**config.mk**
```make
export PLATFORM = sky130hd
export DESIGN_NAME = audio_channel_statistics
export DESIGN_NICKNAME = d
export VERILOG_FILES = /design/src/rtl/acs_pkg.sv /design/src/rtl/audio_channel_statistics.sv /design/src/rtl/acs_ram.sv
export SDC_FILE = /design/constraint.sdc
export NUM_CORES = 2
export LEC_CHECK = 0
export BUFFER_PORTS_ARGS = -buffer_cell sky130_fd_sc_hd__buf_2
export CORE_MARGIN = 1.5
export CORE_UTILIZATION = 50
export CTS_CLUSTER_SIZE = 24
export DETAILED_ROUTE_END_ITERATION = 7
export PLACE_DENSITY = 0.7
export SYNTH_ARGS = -nofsm -noshare
export SYNTH_HDL_FRONTEND = slang
export SYNTH_SLANG_ARGS = --single-unit
```
**constraint.sdc**
```tcl
create_clock -name clk_i -period 11.03 [get_ports clk_i]
set_input_delay 1.6545 -clock clk_i [delete_from_list [all_inputs] [get_ports clk_i]]
set_output_delay 1.6545 -clock clk_i [all_outputs]
set_load 0.005 [all_outputs]
```
**src/rtl/acs_pkg.sv**
```systemverilog
// Package: types and constants shared by the channel statistics block.
`default_nettype none
package acs_pkg;

  // Number of channels with their own statistics entry.
  localparam int unsigned CHANNELS = 2;
  localparam int unsigned CH_IDX_W = (CHANNELS > 1) ? $clog2(CHANNELS) : 1;

  localparam logic [15:0] CLIP_RESET = 16'd32760;

  // One input word: a tagged PCM sample.
  typedef struct packed {
    logic               channel;
    logic signed [15:0] sample;
  } in_word_t;

  // Per-channel statistics; also the result word.
  typedef struct packed {
    logic        [31:0] sample_count;
    logic signed [47:0] sample_sum;
    logic        [62:0] square_sum;
    logic        [31:0] odd_count;
    logic        [31:0] clip_count;
    logic        [15:0] peak_magnitude;
    logic signed [15:0] smallest;
    logic signed [15:0] largest;
  } stat_word_t;

  localparam int unsigned STAT_W = $bits(stat_word_t);

  localparam stat_word_t STAT_RESET = '{
    sample_count:   32'd0,
    sample_sum:     48'sd0,
    square_sum:     63'd0,
    odd_count:      32'd0,
    clip_count:     32'd0,
    peak_magnitude: 16'd0,
    smallest:       16'sh7FFF,
    largest:        16'sh8000
  };

endpackage : acs_pkg
`default_nettype wire

```
**src/rtl/audio_channel_statistics.sv**
```systemverilog
// Top level: per-channel running statistics of tagged 16-bit PCM samples.
//
//  channel  direction  handshake               word
//  -------  ---------  ----------------------  ---------------------------------
//  in       input      in_valid_i / in_stall_o  in_word_i  (channel, sample)
//  out      output     out_valid_o / out_stall_i out_word_o (statistics of channel)
//  cfg      input      cfg_we_i                 cfg_wdata_i (clip threshold)
//
// Cycles: one word per cycle sustained while the output is not stalled. A
//   word accepted into the update stage has its result written to the output register when the output is free.
//   The pace is set by the statistics RAM: one read at accept, one
//   read-modify-write in the update stage.
// Reset: clears control state and the per-entry valid bits; an entry never
//   written reads as the reset statistics, so no clearing pass is needed.
// Stalls: out_stall_i holds the output register; the update stage then holds
//   and in_stall_o rises. A full output register still takes a new word
//   when the current one is taken in the same cycle.
`default_nettype none
module audio_channel_statistics
  import acs_pkg::*;
(
  input  wire logic       clk_i,
  input  wire logic       rst_ni,
  // sample input
  input  wire logic       in_valid_i,
  output      logic       in_stall_o,
  input  wire in_word_t   in_word_i,
  // statistics output
  output      logic       out_valid_o,
  input  wire logic       out_stall_i,
  output      stat_word_t out_word_o,
  // clip threshold register
  input  wire logic       cfg_we_i,
  input  wire logic [15:0] cfg_wdata_i
);

  // ---------------------------------------------------------------------
  // Configuration
  // ---------------------------------------------------------------------
  logic [15:0] clip_thr_q;

  always_ff @(posedge clk_i or negedge rst_ni) begin
    if (!rst_ni) begin
      clip_thr_q <= CLIP_RESET;
    end else if (cfg_we_i) begin
      clip_thr_q <= cfg_wdata_i;
    end
  end

  // ---------------------------------------------------------------------
  // Accept stage: magnitude, square and flags, RAM read issue
  // ---------------------------------------------------------------------
  logic                in_accept;
  logic                s1_go;
  logic                out_free;

  logic signed [16:0]  smp_ext;
  logic [16:0]         mag_d;
  logic [33:0]         prod;
  logic [CH_IDX_W-1:0] in_idx;
  logic                in_drop;

  assign in_accept = in_valid_i && !in_stall_o;
  assign smp_ext   = 17'(in_word_i.sample);
  assign mag_d     = smp_ext[16] ? 17'(-smp_ext) : 17'(smp_ext);
  assign prod      = {17'b0, mag_d} * {17'b0, mag_d};   // at most 2^30
  assign in_idx    = CH_IDX_W'(in_word_i.channel);
  assign in_drop   = !(32'(in_word_i.channel) < CHANNELS);

  // Update stage registers
  logic                s1_valid_q;
  logic                s1_drop_q;
  logic [CH_IDX_W-1:0] s1_idx_q;
  logic signed [15:0]  s1_sample_q;
  logic [16:0]         s1_mag_q;
  logic [30:0]         s1_sq_q;
  logic                s1_clip_q;

  always_ff @(posedge clk_i or negedge rst_ni) begin
    if (!rst_ni) begin
      s1_valid_q <= 1'b0;
    end else if (s1_go) begin
      s1_valid_q <= in_accept;
    end
  end

  always_ff @(posedge clk_i) begin
    if (in_accept) begin
      s1_drop_q   <= in_drop;
      s1_idx_q    <= in_idx;
      s1_sample_q <= in_word_i.sample;
      s1_mag_q    <= mag_d;
      s1_sq_q     <= prod[30:0];
      s1_clip_q   <= (mag_d >= {1'b0, clip_thr_q});
    end
  end

  // ---------------------------------------------------------------------
  // Statistics RAM
  // ---------------------------------------------------------------------
  logic             ram_we;
  stat_word_t       upd;
  logic [STAT_W-1:0] ram_rdata;

  acs_ram #(
    .WIDTH (STAT_W),
    .DEPTH (CHANNELS)
  ) u_stat_ram (
    .clk_i   (clk_i),
    .we_i    (ram_we),
    .waddr_i (s1_idx_q),
    .wdata_i (upd),
    .re_i    (in_accept),
    .raddr_i (in_idx),
    .rdata_o (ram_rdata)
  );

  // Entry valid bits: an unwritten entry reads as the reset statistics.
  logic [CHANNELS-1:0] entry_vld_q;

  // Last written entry, forwarded over the read-before-write RAM.
  logic                wb_valid_q;
  logic [CH_IDX_W-1:0] wb_idx_q;
  stat_word_t          wb_word_q;

  // ---------------------------------------------------------------------
  // Update stage: read-modify-write
  // ---------------------------------------------------------------------
  stat_word_t cur;
  logic       sat;

  assign out_free = !out_valid_o || !out_stall_i;
  assign s1_go    = !s1_valid_q || s1_drop_q || out_free;
  assign ram_we   = s1_valid_q && !s1_drop_q && out_free;
  assign in_stall_o = !s1_go;

  always_comb begin
    if (wb_valid_q && (wb_idx_q == s1_idx_q)) begin
      cur = wb_word_q;
    end else if (entry_vld_q[s1_idx_q]) begin
      cur = stat_word_t'(ram_rdata);
    end else begin
      cur = STAT_RESET;
    end

    sat = (cur.sample_count == '1);
    upd = cur;
    if (!sat) begin
      upd.sample_count = cur.sample_count + 32'd1;
      upd.sample_sum   = cur.sample_sum + 48'(s1_sample_q);
      upd.square_sum   = cur.square_sum + 63'(s1_sq_q);
      upd.odd_count    = cur.odd_count + 32'(s1_sample_q[0]);
      upd.clip_count   = cur.clip_count + 32'(s1_clip_q);
    end
    // peak, min and max keep tracking after saturation
    if ({1'b0, cur.peak_magnitude} < s1_mag_q) begin
      upd.peak_magnitude = s1_mag_q[15:0];
    end
    if (s1_sample_q < cur.smallest) begin
      upd.smallest = s1_sample_q;
    end
    if (s1_sample_q > cur.largest) begin
      upd.largest = s1_sample_q;
    end
  end

  always_ff @(posedge clk_i or negedge rst_ni) begin
    if (!rst_ni) begin
      entry_vld_q <= '0;
      wb_valid_q  <= 1'b0;
    end else if (ram_we) begin
      entry_vld_q[s1_idx_q] <= 1'b1;
      wb_valid_q            <= 1'b1;
    end
  end

  always_ff @(posedge clk_i) begin
    if (ram_we) begin
      wb_idx_q  <= s1_idx_q;
      wb_word_q <= upd;
    end
  end

  // ---------------------------------------------------------------------
  // Output register
  // ---------------------------------------------------------------------
  logic       out_valid_q;
  stat_word_t out_word_q;

  always_ff @(posedge clk_i or negedge rst_ni) begin
    if (!rst_ni) begin
      out_valid_q <= 1'b0;
    end else if (out_free) begin
      out_valid_q <= ram_we;
    end
  end

  always_ff @(posedge clk_i) begin
    if (ram_we) begin
      out_word_q <= upd;
    end
  end

  assign out_valid_o = out_valid_q;
  assign out_word_o  = out_word_q;

`ifndef SYNTH
  // every result follows at least one counted or saturated sample
  a_count_nonzero: assert property (@(posedge clk_i) disable iff (!rst_ni)
    out_valid_o |-> out_word_o.sample_count != 32'd0)
    else $error("result with zero sample count");

  a_min_le_max: assert property (@(posedge clk_i) disable iff (!rst_ni)
    out_valid_o |-> out_word_o.smallest <= out_word_o.largest)
    else $error("smallest above largest");

  a_sub_counts: assert property (@(posedge clk_i) disable iff (!rst_ni)
    out_valid_o |-> (out_word_o.clip_count <= out_word_o.sample_count) &&
                    (out_word_o.odd_count <= out_word_o.sample_count))
    else $error("sub-count exceeds sample count");

  a_write_shows: assert property (@(posedge clk_i) disable iff (!rst_ni)
    ram_we |=> out_valid_o && (out_word_o == wb_word_q))
    else $error("RAM write without matching result");
`endif

endmodule : audio_channel_statistics
`default_nettype wire

```
**src/rtl/acs_ram.sv**
```systemverilog
// Generic single-port-write, single-port-read RAM with registered read data.
`default_nettype none
module acs_ram #(
  parameter int unsigned WIDTH = 8,
  parameter int unsigned DEPTH = 2,
  parameter int unsigned ADDR_W = (DEPTH > 1) ? $clog2(DEPTH) : 1
) (
  input  wire logic              clk_i,
  input  wire logic              we_i,
  input  wire logic [ADDR_W-1:0] waddr_i,
  input  wire logic [WIDTH-1:0]  wdata_i,
  input  wire logic              re_i,
  input  wire logic [ADDR_W-1:0] raddr_i,
  output      logic [WIDTH-1:0]  rdata_o
);

  logic [WIDTH-1:0] mem_q [DEPTH];
  logic [WIDTH-1:0] rdata_q;

  // read-before-write on an address collision
  always_ff @(posedge clk_i) begin
    if (we_i) begin
      mem_q[waddr_i] <= wdata_i;
    end
    if (re_i) begin
      rdata_q <= mem_q[raddr_i];
    end
  end

  assign rdata_o = rdata_q;

endmodule : acs_ram
`default_nettype wire

```
# Word level (Yosys, flattened, before mapping)

Memory sizes are Yosys's and may differ from the RTL's. A register that Yosys moved wholly into a read port is not among the register bits.
Index checks and enable logic that the tools add are counted.

Bits of input ports: 38
Memories: 1
Word-level logic and storage cells: 59
Bits in registers: 343
RAM bits: 510
Output and inout bits: 257

Memory list:

| name             | words | bits a word | rd ports | clocked after memory_dff | wr ports | RTL line      | text |
|---|---|---|---|---|---|---|---|
| u_stat_ram.mem_q | 2     | 255         | 1        | 1                        | 1        | acs_ram.sv:17 | `logic [WIDTH-1:0] mem_q [DEPTH];` |

$lt $le $gt $ge: 6
Mux-type cells: 13
Multiply operators: 1
Bitwise logic cells: 1
Add/subtract/negate cells: 6
Equality and inequality tests: 2
Reductions and logical operators: 10

Operators with widths:

| cell                                                        | number |
|---|---|
| two-way mux 255 bit                                         | 2 |
| two-way mux 207 bit                                         | 1 |
| adder 32 x 1 -> 32 bit                                      | 2 |
| adder 63 x 31 -> 63 bit                                     | 1 |
| adder 48 x 16 -> 48 bit                                     | 1 |
| two-way mux 16 bit                                          | 3 |
| adder 32 x 1 -> 32 bit (second input constant)              | 1 |
| == test 32 bit (second input constant)                      | 1 |
| multiplier 17 x 17 -> 31 bit                                | 1 |
| >= comparator 17 x 16 -> 1 bit                              | 1 |
| less-than comparator 16 x 17 -> 1 bit                       | 1 |
| two-way mux 17 bit                                          | 1 |
| negation 16 -> 17 bit                                       | 1 |
| greater-than comparator 16 bit                              | 1 |
| less-than comparator 16 bit                                 | 1 |
| two-way mux 1 bit                                           | 5 |
| logical AND 1 bit                                           | 4 |
| zero test 1 bit                                             | 4 |
| logical OR 1 bit                                            | 2 |
| less-than comparator 1 x 2 -> 1 bit (second input constant) | 1 |
| OR 2 bit                                                    | 1 |
| demux 1 bit (select 1 bit)                                  | 1 |
| == test 1 bit                                               | 1 |
| >= comparator 1 bit (second input constant)                 | 1 |

# Depth between registers and ports, before layout

Word-level depth: 6
Depth in mapped cells: 34
Gate-level depth less buffers: 32

# Cells and area by module

Synthesis repeated with hierarchy kept, for this count alone.

Cells, all modules: 4554
Area total of the unflattened synthesis: 57835.5 µm²

Modules (own cells, without submodules):

| module                   | cells an instance | instances | sequential area each (µm²) | area each (µm²) |
|---|---|---|---|---|
| audio_channel_statistics | 3504              | 1         | 10119.7                    | 31609.1 |
| acs_ram                  | 1050              | 1         | 22972.0                    | 26226.4 |

# Worst setup path after synthesis

No wires, ideal clock.

Kind: input -> register
Start: input port out_stall_i
End: memory u_stat_ram.mem_q[0][0] (netlist bit), enable pin
Path buffers: 0
Data required time: 10155 ps
Library setup time: 875 ps
Data arrival time: 12397 ps
Stages: 3
Setup slack: -2242 ps
Cell sequence: nand2_1 nand2_1 nor2_1

Cells in the longest elaborated chain, start to end: 5

RTL lines:

| what                                    | RTL line                        | text |
|---|---|---|
| start: declaration                      | audio_channel_statistics.sv:30  | `input wire logic out_stall_i,` |
| zero test 1 bit                         | audio_channel_statistics.sv:132 | `assign out_free = !out_valid_o \|\| !out_stall_i;` |
| logical OR 1 bit                        | audio_channel_statistics.sv:132 |  |
| logical AND 1 bit                       | audio_channel_statistics.sv:134 | `assign ram_we = s1_valid_q && !s1_drop_q && out_free;` |
| two-way mux 1 bit                       | acs_ram.sv:22                   | `if (we_i) begin` |
| two-way mux 1 bit (implied by the code) | acs_ram.sv:23                   | `mem_q[waddr_i] <= wdata_i;` |
| end: declaration                        | acs_ram.sv:17                   |  |

Every way passes these cells.

# Worst setup path after layout

Start: input port in_word_i[5] (netlist bit)
End: register s1_sq_q[30] (data pin)

Cells in the longest elaborated chain, start to end: 3

RTL lines:

| what                         | RTL line                       | text |
|---|---|---|
| start: declaration           | audio_channel_statistics.sv:27 | `input wire in_word_t in_word_i,` |
| negation 16 -> 17 bit        | audio_channel_statistics.sv:65 | `assign mag_d = smp_ext[16] ? 17'(-smp_ext) : 17'(smp_ext);` |
| two-way mux 17 bit           | audio_channel_statistics.sv:65 |  |
| via mag_d[15]                | audio_channel_statistics.sv:58 | `logic [16:0] mag_d;` |
| multiplier 17 x 17 -> 31 bit | audio_channel_statistics.sv:66 | `assign prod = {17'b0, mag_d} * {17'b0, mag_d};` |
| via prod[30]                 | audio_channel_statistics.sv:59 | `logic [33:0] prod;` |
| end signal: assignment       | audio_channel_statistics.sv:93 | `s1_sq_q <= prod[30:0];` |
| end: declaration             | audio_channel_statistics.sv:76 | `logic [30:0] s1_sq_q;` |

The timed path passes the listed nets, and every way through them passes these cells.
A chain may end at the register's enable or synchronous reset.

==> summary.md <==
| Metric | Value |
|---|---|
| Outcome | `completed` |
| Setup TNS | `0 ns` |
| Vias per cell | `5.61` |
| RSZ-0062 raised after global routing | `no` |
| Root buffer cell | `clkbuf_16` |
| # clock sinks | `1105` |
| CTS max path bufs | `3` |
| Combinational share of power | `46.5%` |
| Rel. slew slack | `33.2%` |
| Critical Path End Type | `flop` |
| Tmin final | `9.77 ns` |
| Clk pin slew, worst setup/hold paths | `0.06 ns` |
| Final ANT Viol Nets | `0` |
| Hold path depth | `2` |
| First-pass GRT wire length | `218 mm` |
| Vias | `36400` |
| Crit-path max FO | `7` |
| Mapped Avg Cell Area | `12.6 µm²` |
| Core area | `114000 µm²` |
| Worst reg2reg path depth | `19` |
| Worst reg2reg setup slack | `4.69 ns` |
| Cell family with most CP delay | `adder cells` |
| Syn Inst Count | `4546` |
| Reg power frac | `33.1%` |
| Hold Vio Cnt, Final | `0` |
| YS warnings | `0` |
| Achievable Freq | `102 MHz` |
| Max-cap violations | `0` |
| Synth cell types | `95` |
| Asr flop ratio synth | `1.90%` |
| Die ar. | `117000 µm²` |
| DR DRC count | `0` |
| Final setup viols | `0` |
| Skew-Pair Late Insertion Delay | `0.71 ns` |
| IO Pins | `295` |
| Crit start category | `input port` |
| Total grt overflow | `0` |
| DRT Pass-1 Iters | `7` |
| Clk pwr share | `20.4%` |
| End of the worst register-to-register path | `out_word_o[217]` |
| Hold Slack | `0.509 ns` |
| Worst-Margin Slew | `1.00 ns` |
| FF+latch count, synth | `1105` |
| N_diodes | `0` |
| Post-cts sizing count | `0` |
| Post-synth design cell area | `57400 µm²` |
| HP Class | `reg -> reg` |
| Filler cells | `9304` |
| Pwr/cell area | `297 nW/µm²` |
| Worst EP arrival | `10.22 ns` |
| Starting density of the core | `50.3%` |
| CTS tree | `done` |
| I/O Buffers | `294` |
| Largest net degree at the start of global routing | `146` |
| Launch point of the worst path | `in_word_i[5]` |
| Hpwl dp | `95.1 mm` |
| Core Rows | `124` |
| Top_reg_cell synth | `edfxtp_1` |
| Commonest non-fill, non-tap cell in the layout | `edfxtp_1` |
| Nets | `5342` |
| Switching part of the total | `37.9%` |
| Reg area | `33100 µm²` |
| Most used cell, CP | `fa_1` |
| Starting DRT DRC Count | `2798` |
| CTS HTree Levels | `3` |
| Endpoint, Worst Hold | `clip_thr_q[3]` |
| Die Ht | `342 µm` |
| Crit path required time | `11.48 ns` |
| Slew Limit Fails | `0` |
| EDFF count, synth | `1084` |
| Pint | `11.9 mW` |
| Hold_buf cts | `0` |
| Period utilization | `88.6%` |
| Overall power | `19.2 mW` |
| Worst hold path startpoint | `clip_thr_q[3]` |
| Switch Pwr | `7.26 mW` |
| # Post-CTS Setup Buffers | `0` |
| Static leakage | `25.8 nW` |
| Global placer's final weighted congestion | `0.905` |
| Die Wd | `342 µm` |
| Share of layout cells above drive strength 1 | `17.6%` |
| Post-DR wirelength/cell | `22.1 µm` |
| Critical Path Max Stage Delay | `0.68 ns` |
| Drt total wl | `143 mm` |
| GR Util All Layers | `24.4%` |
| CTS Buf Count | `116` |
| P&R area growth vs syn | `12.4%` |
| Commonest cells after routing, fill and taps aside | `1084 x edfxtp_1, 577 x nand2_1, 377 x inv_1, 293 x buf_2, 282 x mux2_2` |
| Area occupied by multi-input gates | `22300 µm²` |
| Worst reg2reg startpoint | `s1_idx_q` |
| Vias in the first global route | `36800` |
| Crit path max-delay cell type | `or4b_2` |
| Kind of critical path | `in -> reg` |
| WP buf/inv | `5` |
| Clk_skew | `0.0339 ns` |
| Maximum vdd drop | `0.490 mV` |
| Initial antenna violation count | `3` |
| Share of the yosys chip area belonging to registers | `57.6%` |
[power groups by stage]
stage,sequential [mW],clock [mW],combinational [mW]
finish,6.34,3.90,8.91
global route,6.40,4.13,10.0
CTS,6.34,3.97,8.88
detailed placement,6.43,0,8.83
global placement,6.40,0,8.61
floorplan,6.38,0,6.50
[worst reg2reg max path: stages (launching register included)]
cell and delay (ns):
edfxtp_1 0.64, xnor2_2 0.23, buf_4 0.20, nand2_4 0.39, buf_4 0.65, nand3_1 0.15, nand2_1 0.14, ha_1 0.28
nor2b_1 0.15, o21a_1 0.18, o21ai_0 0.23, a21oi_1 0.15, o31ai_1 0.69, nand2_1 0.34, a31o_2 0.35, a41oi_1 0.45
nand2b_1 0.16, o31ai_1 0.32, xor2_1 0.18, a21oi_1 0.13
[Yosys cell counts (6+ instances only)]
cell         n  area [µm²]
a211oi_1    13        97.6
a21o_1      68         510
a21oi_1    212        1060
a22oi_1      7        52.6
a31oi_1     16         100
a32o_1       7        70.1
and2_1      20         125
and3_1     105         657
and4_1       6        52.6
buf_1       18        67.6
buf_2       15        75.1
clkbuf_1   136         510
dfrtp_1      9         225
dfstp_2     12         315
edfxtp_1  1084       32600
fa_1       193        3860
ha_1       238        2980
inv_1      378        1420
mux2_2     282        3180
mux2i_1     31         310
nand2_1    578        2170
nand2b_1    36         225
nand3_1    197         986
nand3b_1     6        45.0
nand4_1     30         188
nor2_1     152         571
nor2b_1     27         169
nor3_1      39         195
nor3b_1      8        60.1
nor4_1       7        43.8
o211ai_1     9        67.6
o21a_1      18         135
o21ai_0    193         966
o21bai_1    13        97.6
o31ai_1      6        45.0
or2_2        8        50.1
or3_1       24         150
or4_1        6        45.0
xnor2_1    141        1230
xor2_1      85         744
[how the worst max path moves through the flow]
stage	to	slack [ns]	cells past startpoint
after floorplan	s1_sq_q[30]	1.26	29
after global placement	s1_sq_q[30]	0.80	28
after detailed placement	s1_sq_q[30]	0.62	28
after CTS	s1_sq_q[30]	1.36	28
after global routing	s1_sq_q[30]	0.80	28
final	s1_sq_q[30]	1.26	28
[flip-flops by register name (all words and copies together), names as in the netlist, 2 cells and up]
signal	cells
u_stat_ram.mem_q	510
wb_word_q	96
s1_sq_q	29
out_word_o	159
clip_thr_q	16
u_stat_ram.rdata_o	255
entry_vld_q	2
s1_sample_q	16
s1_mag_q	16
[layer usage]
layer  GRT usage, %  vias to the layer above  part of all wire [%]
li1               -                    16900                     -
met1           31.8                    18200                    41
met2           42.1                     1059                    50
met3           3.58                      226                   6.2
met4           7.80                        0                   2.9
met5              0                        -                     0
[stage by stage]
| step | setup slack (ns) | cells | instance area [µm²] | utilization, % |
|---|---|---|---|---|
| 6_report | 1.26 | 6482 | 64500 | 56.6 |
| 5_1_grt | 0.797 | 6482 | 64500 | 56.6 |
| 4_1_cts | 1.36 | 6482 | 64500 | 56.6 |
| 3_5_place_dp | 0.618 | 6267 | 60700 | 53.3 |
| 3_3_place_gp | 0.798 | 6267 | 60700 | 53.3 |
| 2_1_floorplan | 1.26 | 4579 | 57500 | - |
[cell families (layout without fill, tap and decap cells)]
kind of cell             after synthesis  in the layout  synth area share, %
AND/OR/NAND/NOR                     1267           1267                 10.3
flip-flops                          1105           1105                 57.6
AO/OA/AOI/OAI                        634            634                 6.73
buffers and inverters                565            956                 3.83
adder cells (fa/ha/maj)              431            431                 11.9
multiplexers                         314            314                 6.10
XOR/XNOR                             228            228                 3.50
other                                  2             35               0.0131
[final cells by class]
| type | count | share of cell area, % |
|---|---|---|
| repair buffers | 356 | 3.09 |
| clock inverters | 78 | 1.13 |
| clock buffers | 137 | 4.73 |
| multi-input cells | 2909 | 34.6 |
| flip-flops and latches | 1105 | 51.3 |
| well taps | 1512 | 2.93 |
| inverters | 385 | 2.25 |
(Power assumes the default switching activity.)
